[src/design/lpg_pkg.sv]
// Line pixel generator package: coordinate widths, queue depth and the line
// descriptor passed from the front end to the pixel stepper.
// No dependencies.
`default_nettype none

package lpg_pkg;

   localparam int COORD_W     = 6;
   localparam int COLOUR_W    = 32;
   localparam int CANVAS_SIZE = 64;
   localparam int QUEUE_DEPTH = 2;

   typedef logic [COORD_W-1:0]  coord_type;
   typedef logic [COLOUR_W-1:0] colour_type;

   typedef struct packed {
      logic              y_major;
      coord_type         m_start;
      coord_type         n_start;
      coord_type         m_end;
      coord_type         span;
      logic signed [COORD_W:0] n_delta;
      colour_type        colour;
   } line_desc_type;

endpackage

`default_nettype wire

[src/design/lpg_front.sv]
// Front end of the line pixel generator: clamps the endpoints, picks the
// major axis and orders the endpoints into a line descriptor.
// Depends on lpg_pkg.
`default_nettype none

module lpg_front #(
   parameter int CANVAS_SIZE = lpg_pkg::CANVAS_SIZE
) (
   input  wire lpg_pkg::coord_type      start_x,
   input  wire lpg_pkg::coord_type      start_y,
   input  wire lpg_pkg::coord_type      end_x,
   input  wire lpg_pkg::coord_type      end_y,
   input  wire lpg_pkg::colour_type     colour,
   output lpg_pkg::line_desc_type       desc
);
   import lpg_pkg::*;

   localparam coord_type MAX_COORD = COORD_W'(CANVAS_SIZE - 1);

   function automatic coord_type clamp_coord(input coord_type v);
      coord_type c;
      c = (v > MAX_COORD) ? MAX_COORD : v;
      return c;
   endfunction

   coord_type ax, ay, bx, by;
   coord_type dx, dy;
   coord_type ma, na, mb, nb;
   coord_type m0, n0, m1, n1;
   logic      y_major;

   always_comb begin
      ax = clamp_coord(start_x);
      ay = clamp_coord(start_y);
      bx = clamp_coord(end_x);
      by = clamp_coord(end_y);
      dx = (ax > bx) ? ax - bx : bx - ax;
      dy = (ay > by) ? ay - by : by - ay;
      y_major = dx < dy;
      if (y_major) begin
         ma = ay; na = ax; mb = by; nb = bx;
      end else begin
         ma = ax; na = ay; mb = bx; nb = by;
      end
      if (ma > mb) begin
         m0 = mb; n0 = nb; m1 = ma; n1 = na;
      end else begin
         m0 = ma; n0 = na; m1 = mb; n1 = nb;
      end
      desc.y_major = y_major;
      desc.m_start = m0;
      desc.n_start = n0;
      desc.m_end   = m1;
      desc.span    = m1 - m0;
      desc.n_delta = $signed({1'b0, n1}) - $signed({1'b0, n0});
      desc.colour  = colour;
   end

endmodule

`default_nettype wire

[src/design/lpg_queue.sv]
// Short descriptor queue between the front end and the pixel stepper.
// Depends on lpg_pkg.
`default_nettype none

module lpg_queue #(
   parameter int DEPTH = lpg_pkg::QUEUE_DEPTH
) (
   input  wire                         clock,
   input  wire                         reset,
   input  wire                         push,
   input  wire lpg_pkg::line_desc_type push_desc,
   input  wire                         pop,
   output lpg_pkg::line_desc_type      head_desc,
   output logic                        full,
   output logic                        empty
);
   import lpg_pkg::*;

   localparam int PTR_W = (DEPTH > 1) ? $clog2(DEPTH) : 1;
   localparam int CNT_W = $clog2(DEPTH + 1);
   localparam logic [PTR_W-1:0] LAST_PTR = PTR_W'(DEPTH - 1);

   line_desc_type    mem_ff [DEPTH];
   logic [PTR_W-1:0] wr_ptr_ff, wr_ptr_in;
   logic [PTR_W-1:0] rd_ptr_ff, rd_ptr_in;
   logic [CNT_W-1:0] count_ff, count_in;
   logic             do_push, do_pop;

   always_comb begin
      full      = count_ff == CNT_W'(DEPTH);
      empty     = count_ff == '0;
      do_push   = push && !full;
      do_pop    = pop && !empty;
      head_desc = mem_ff[rd_ptr_ff];
      wr_ptr_in = wr_ptr_ff;
      rd_ptr_in = rd_ptr_ff;
      count_in  = count_ff;
      if (do_push) begin
         wr_ptr_in = (wr_ptr_ff == LAST_PTR) ? '0 : wr_ptr_ff + 1'b1;
      end
      if (do_pop) begin
         rd_ptr_in = (rd_ptr_ff == LAST_PTR) ? '0 : rd_ptr_ff + 1'b1;
      end
      if (do_push && !do_pop) begin
         count_in = count_ff + 1'b1;
      end else if (do_pop && !do_push) begin
         count_in = count_ff - 1'b1;
      end
   end

   always_ff @(posedge clock) begin
      if (reset) begin
         wr_ptr_ff <= '0;
         rd_ptr_ff <= '0;
         count_ff  <= '0;
      end else begin
         wr_ptr_ff <= wr_ptr_in;
         rd_ptr_ff <= rd_ptr_in;
         count_ff  <= count_in;
      end
      if (do_push) begin
         mem_ff[wr_ptr_ff] <= push_desc;
      end
   end

endmodule

`default_nettype wire

[src/design/lpg_back.sv]
// Pixel stepper of the line pixel generator: walks the major axis one pixel
// a cycle within a line, stepping the minor axis with a remainder accumulator.
// Depends on lpg_pkg.
`default_nettype none

module lpg_back (
   input  wire                         clock,
   input  wire                         reset,
   input  wire lpg_pkg::line_desc_type head_desc,
   input  wire                         q_empty,
   output logic                        pop,
   output logic                        rsp_valid,
   output lpg_pkg::coord_type          rsp_pixel_x,
   output lpg_pkg::coord_type          rsp_pixel_y,
   output lpg_pkg::colour_type         rsp_pixel_colour,
   output logic                        rsp_last_pixel
);
   import lpg_pkg::*;

   typedef enum logic {ST_IDLE, ST_RUN} state_type;

   state_type   state_ff, state_in;
   logic        y_major_ff, y_major_in;
   coord_type   m_ff, m_in;
   coord_type   n_ff, n_in;
   coord_type   m_end_ff, m_end_in;
   coord_type   span_ff, span_in;
   logic signed [COORD_W:0]   n_delta_ff, n_delta_in;
   logic signed [COORD_W+1:0] rem_ff, rem_in;
   colour_type  colour_ff, colour_in;
   logic        valid_ff, valid_in;
   coord_type   px_ff, px_in;
   coord_type   py_ff, py_in;
   colour_type  pcol_ff, pcol_in;
   logic        plast_ff, plast_in;

   logic signed [COORD_W+1:0] rem_sum;
   logic signed [COORD_W+1:0] span_s;
   logic                      at_end;

   always_comb begin
      pop     = (state_ff == ST_IDLE) && !q_empty;
      rem_sum = rem_ff + {n_delta_ff[COORD_W], n_delta_ff};
      span_s  = $signed({2'b00, span_ff});
      at_end  = m_ff == m_end_ff;

      state_in   = state_ff;
      y_major_in = y_major_ff;
      m_in       = m_ff;
      n_in       = n_ff;
      m_end_in   = m_end_ff;
      span_in    = span_ff;
      n_delta_in = n_delta_ff;
      rem_in     = rem_ff;
      colour_in  = colour_ff;
      valid_in   = 1'b0;
      px_in      = px_ff;
      py_in      = py_ff;
      pcol_in    = pcol_ff;
      plast_in   = plast_ff;

      unique case (state_ff)
         ST_IDLE: begin
            if (pop) begin
               y_major_in = head_desc.y_major;
               m_in       = head_desc.m_start;
               n_in       = head_desc.n_start;
               m_end_in   = head_desc.m_end;
               span_in    = head_desc.span;
               n_delta_in = head_desc.n_delta;
               rem_in     = '0;
               colour_in  = head_desc.colour;
               state_in   = ST_RUN;
            end
         end
         ST_RUN: begin
            valid_in = 1'b1;
            px_in    = y_major_ff ? n_ff : m_ff;
            py_in    = y_major_ff ? m_ff : n_ff;
            pcol_in  = colour_ff;
            plast_in = at_end;
            if (at_end) begin
               state_in = ST_IDLE;
            end else begin
               m_in = m_ff + 1'b1;
               priority if (rem_sum >= span_s) begin
                  n_in   = n_ff + 1'b1;
                  rem_in = rem_sum - span_s;
               end else if (rem_sum < 0) begin
                  n_in   = n_ff - 1'b1;
                  rem_in = rem_sum + span_s;
               end else begin
                  rem_in = rem_sum;
               end
            end
         end
         default: begin
            state_in = ST_IDLE;
         end
      endcase
   end

   always_ff @(posedge clock) begin
      if (reset) begin
         state_ff <= ST_IDLE;
         valid_ff <= 1'b0;
      end else begin
         state_ff <= state_in;
         valid_ff <= valid_in;
      end
      y_major_ff <= y_major_in;
      m_ff       <= m_in;
      n_ff       <= n_in;
      m_end_ff   <= m_end_in;
      span_ff    <= span_in;
      n_delta_ff <= n_delta_in;
      rem_ff     <= rem_in;
      colour_ff  <= colour_in;
      px_ff      <= px_in;
      py_ff      <= py_in;
      pcol_ff    <= pcol_in;
      plast_ff   <= plast_in;
   end

   assign rsp_valid        = valid_ff;
   assign rsp_pixel_x      = px_ff;
   assign rsp_pixel_y      = py_ff;
   assign rsp_pixel_colour = pcol_ff;
   assign rsp_last_pixel   = plast_ff;

endmodule

`default_nettype wire

[src/design/line_pixel_generator_top.sv]
// Line pixel generator top level: front end, descriptor queue, pixel stepper.
// Depends on lpg_pkg, lpg_front, lpg_queue and lpg_back.
//
// Usage: raise start with two endpoints and a colour on the req_ ports; the
// request is taken at a clock edge where start is high and busy is low.
// busy is high only while the descriptor queue is full, so requests may be
// issued while a line is still being drawn.
// Each pixel appears on the rsp_ ports for one cycle with rsp_valid high;
// rsp_last_pixel marks the final pixel of a line. Pixels run with the
// major coordinate rising; the minor coordinate is the floored exact
// interpolation. Coordinates above CANVAS_SIZE-1 are clamped.
// A request reaches the rsp_ ports through the queue, the stepper's line
// registers and its pixel output registers. Pixel rate: one pixel a
// cycle while a line runs; a line of span S gives S+1 pixels, and the
// single pixel stepper idles between lines to load the next descriptor.
// Reset empties the queue and idles the stepper. The receiver cannot stall;
// results are never held.
`default_nettype none

module line_pixel_generator_top #(
   parameter int CANVAS_SIZE = lpg_pkg::CANVAS_SIZE,
   parameter int QUEUE_DEPTH = lpg_pkg::QUEUE_DEPTH
) (
   input  wire                     clock,
   input  wire                     reset,
   input  wire                     start,
   output logic                    busy,
   input  wire lpg_pkg::coord_type  req_start_x,
   input  wire lpg_pkg::coord_type  req_start_y,
   input  wire lpg_pkg::coord_type  req_end_x,
   input  wire lpg_pkg::coord_type  req_end_y,
   input  wire lpg_pkg::colour_type req_colour,
   output logic                    rsp_valid,
   output lpg_pkg::coord_type      rsp_pixel_x,
   output lpg_pkg::coord_type      rsp_pixel_y,
   output lpg_pkg::colour_type     rsp_pixel_colour,
   output logic                    rsp_last_pixel
);
   import lpg_pkg::*;

   line_desc_type front_desc;
   line_desc_type head_desc;
   logic          q_full;
   logic          q_empty;
   logic          q_pop;

   assign busy = q_full;

   lpg_front #(
      .CANVAS_SIZE(CANVAS_SIZE)
   ) u_front (
      .start_x (req_start_x),
      .start_y (req_start_y),
      .end_x   (req_end_x),
      .end_y   (req_end_y),
      .colour  (req_colour),
      .desc    (front_desc)
   );

   lpg_queue #(
      .DEPTH(QUEUE_DEPTH)
   ) u_queue (
      .clock     (clock),
      .reset     (reset),
      .push      (start),
      .push_desc (front_desc),
      .pop       (q_pop),
      .head_desc (head_desc),
      .full      (q_full),
      .empty     (q_empty)
   );

   lpg_back u_back (
      .clock            (clock),
      .reset            (reset),
      .head_desc        (head_desc),
      .q_empty          (q_empty),
      .pop              (q_pop),
      .rsp_valid        (rsp_valid),
      .rsp_pixel_x      (rsp_pixel_x),
      .rsp_pixel_y      (rsp_pixel_y),
      .rsp_pixel_colour (rsp_pixel_colour),
      .rsp_last_pixel   (rsp_last_pixel)
   );

endmodule

`default_nettype wire
[config.mk]
export PLATFORM = sky130hd
export DESIGN_NAME = line_pixel_generator_top
export DESIGN_NICKNAME = d
export VERILOG_FILES = /design/src/design/lpg_pkg.sv /design/src/design/lpg_front.sv /design/src/design/lpg_queue.sv /design/src/design/lpg_back.sv /design/src/design/line_pixel_generator_top.sv
export SDC_FILE = /design/constraint.sdc
export NUM_CORES = 1
export LEC_CHECK = 0
export BUFFER_PORTS_ARGS = -buffer_cell sky130_fd_sc_hd__buf_2
export CAP_MARGIN = 20
export CORE_UTILIZATION = 45
export CTS_CLUSTER_SIZE = 16
export DETAILED_ROUTE_END_ITERATION = 16
export PLACE_DENSITY_LB_ADDON = 0.25
export SYNTH_ARGS = -nofsm -noshare
export SYNTH_HDL_FRONTEND = slang
export SYNTH_HIERARCHICAL = 1
export SYNTH_SLANG_ARGS = --single-unit
[constraint.sdc]
create_clock -name clock -period 8.49 [get_ports clock]
set_clock_uncertainty 0.1 [all_clocks]
set_input_delay 1.698 -clock clock [delete_from_list [all_inputs] [get_ports clock]]
set_output_delay 1.698 -clock clock [all_outputs]
set_load 0.005 [all_outputs]
==> results by group <==
Finish
  • Design area: 14100 sq um
  • Final design utilization: 51.6%
  • Syn-to-layout area delta: 11.4%
  • Multi-input logic area: 4460 sq um
  • Final Non-Filler Cells: 1412
  • Layout Nets: 1142
  • Antenna diodes: 0
  • FILL cells: 2341
  • Sequential Area: 7500 sq um
  • Layout cells sized above 1: 25.2%

Timing
  • Slew headroom: 41.2%
  • Least-Margin Pin Slew: 883 ps
  • Slew Viols, Final: 0
  • Final hold violations: 0
  • Tmin final: 7920 ps
  • Final setup fails: 0
  • Fin crit share: 93.3%
  • RSZ-0062 raised after global routing: no
  • Max Clock Freq: 126 MHz

Worst setup path
  • Arr. time, crit path: 8080 ps
  • CP Launch Type: input pin
  • CP Class: input pin to flop
  • Worst path required time: 8650 ps
  • Crit path max fanout: 25
  • Slowest cell delay on critical path: 350 ps
  • CP dominant cell by count: ha_1
  • Worst path slowest cell: ha_1
  • Crit end category: flop

Floorplan
  • Num ports: 106
  • Die area: 28700 sq um
  • Die Wd: 169 um
  • Die Span Y: 169 um
  • Placeable Area: 27300 sq um
  • Rows: 60
  • Starting density of the core: 46.3%

Clocking
  • Clock Tree Buf Depth: 3
  • CTS HTree Levels: 1
  • Clock Root Buffer: clkbuf_16
  • Reg clk slew, reported paths: 60 ps
  • Setup Buffers After CTS: 0
  • CTS buffer count: 26
  • CTS Sinks: 252
  • # resized after CTS: 0
  • Hold_buf cts: 0
  • Clk_lat worst skew: 540 ps
  • CTS tree: done

Detailed routing
  • M1 WL: 11800 um
  • Routed wl met2: 11600 um
  • DRT Wirelength: 24900 um
  • Residual DRC count: 0
  • Total number of vias: 7353
  • Wire per inst: 17.6 um
  • WL met3: 1010 um
  • Number of antenna-violating nets in the routed design: 0
  • Initial DRC count: 495
  • Via-per-instance ratio: 5.21
  • Highest Signal Layer: met4
  • DR pass1 iterations: 5

Yosys
  • Area contributors post-synth: edfxtp_1 (58%), mux2_2 (7.2%), ha_1 (5.3%), mux2i_1 (2.5%), buf_4 (2.4%)
  • Yosys reg bits: 252
  • Unique masters post-synth: 67
  • Top cell type by total area after synthesis: edfxtp_1
  • Most instantiated library cell after synthesis: edfxtp_1
  • Ys Warns: 6
  • Post-synthesis sequential area ratio: 59.4%
  • Synthesized Nets: 1067
  • Top cell type's share of synthesized area: 58.3%
  • Syn Std Cell Area: 12600 sq um
  • Avg Cell Area, Syn: 13.3 sq um
  • Main synth FF type: edfxtp_1
  • Post-synth EDFFs: 245
  • Top post-synthesis cells by count: edfxtp_1 (245), mux2_2 (81), nor2_1 (58)
  • Asr flop ratio synth: 0%
  • Cell count after synthesis: 949

Global route
  • Tot GR Track Use: 17.7%
  • Initial antenna violation count: 0
  • Gr ovfl total: 0
  • Global-route wire length before repair: 39500 um
  • Largest net degree at the start of global routing: 69
  • Number of global-route vias before repair: 7287

Place
  • Detailed placement HPWL: 17300 um
  • Routability cong.: 0.896
  • I/O Buffers: 105
  • Placed cell area: 13300 sq um
  • Placed cells: 1368

Min path
  • Hold Path Class: flop to flop

Flow run
  • Max-cap violations: 0

Outcome
  • Status: finished, final reports clean
## layout make-up
class | instances | share of cell area [%]
clock buffer | 39 | 5.05
clock inverter | 5 | 0.285
inverter | 54 | 1.44
multi-input combinational | 565 | 31.7
sequential | 252 | 53.4
tap | 372 | 3.31
timing repair buffer | 125 | 4.83
## stage by stage
stage | TNS [ps] | worst slack, ps | hold slack [ps]
2_1_floorplan | 0 | 237 | 300
3_5_place_dp | -456 | -116 | 305
6_report | 0 | 571 | 308
5_1_grt | 0 | 83.2 | 310
3_3_place_gp | 0 | 64.2 | 300
4_1_cts | 0 | 412 | 304
## flip-flops by register name (all words and copies together), names as in the netlist, named ones only
name	cells
u_back/colour_ff	32
u_back/m_end_ff	6
u_back/m_ff	6
u_back/n_delta_ff	7
u_back/n_ff	6
u_back/rem_ff	8
u_back/rsp_last_pixel	1
u_back/rsp_pixel_colour	32
u_back/rsp_pixel_x	6
u_back/rsp_pixel_y	6
u_back/rsp_valid	1
u_back/span_ff	6
u_back/state_ff	1
u_back/y_major_ff	1
u_queue/count_ff	2
u_queue/mem_ff	128
u_queue/rd_ptr_ff	1
u_queue/wr_ptr_ff	1
## cells in the final DEF (no fill, tap or decap), drive strengths merged, types with 7 or more instances in the layout
| cell type | instances |
|---|---|
| edfxtp | 245 |
| buf | 125 |
| mux2 | 82 |
| nor2 | 59 |
| a21oi | 54 |
| inv | 54 |
| nand2 | 53 |
| ha | 53 |
| clkbuf | 39 |
| mux2i | 34 |
| o21ai | 31 |
| xnor2 | 26 |
| xor2 | 21 |
| nand3 | 14 |
| a21o | 12 |
| o211ai | 12 |
| nor2b | 11 |
| nor3 | 10 |
| dfxtp | 7 |
## path summary, 6_finish.rpt
kind                   startpoint                     endpoint  slack (ps)  cells after the start
min          u_back/colour_ff[18]  u_back/rsp_pixel_colour[18]         310                      0
max                req_start_y[1]        u_queue/mem_ff[1][37]         570                     32
min reg2reg  u_back/colour_ff[18]  u_back/rsp_pixel_colour[18]         310                      0
max reg2reg  u_back/n_delta_ff[0]               u_back/n_ff[4]        3960                     15
## logic make-up after synthesis
kind of cell	synth area share, %
flops	59.4
simple gates	6.85
compound gates	8.08
buf+inv	5.38
mux	10.2
fa+ha+maj	6.69
xor+xnor	3.32
## worst max-delay path: cells and delay by family
family | cells | cell delay, ps
xor+xnor | 2 | 300
simple gates | 5 | 740
fa+ha+maj | 5 | 1430
mux | 3 | 790
buf+inv | 2 | 230
compound gates | 15 | 2910
## per-layer routing
layer	GRT usage (%)	up-vias
li1	-	3588
met1	24.7	3560
met2	29.2	167
met3	2.24	38
met4	4.82	0
met5	0	-
Power is left out: the tool's default activity adds up to more than one toggle a clock period on the data nets, which glitch-free logic cannot reach.
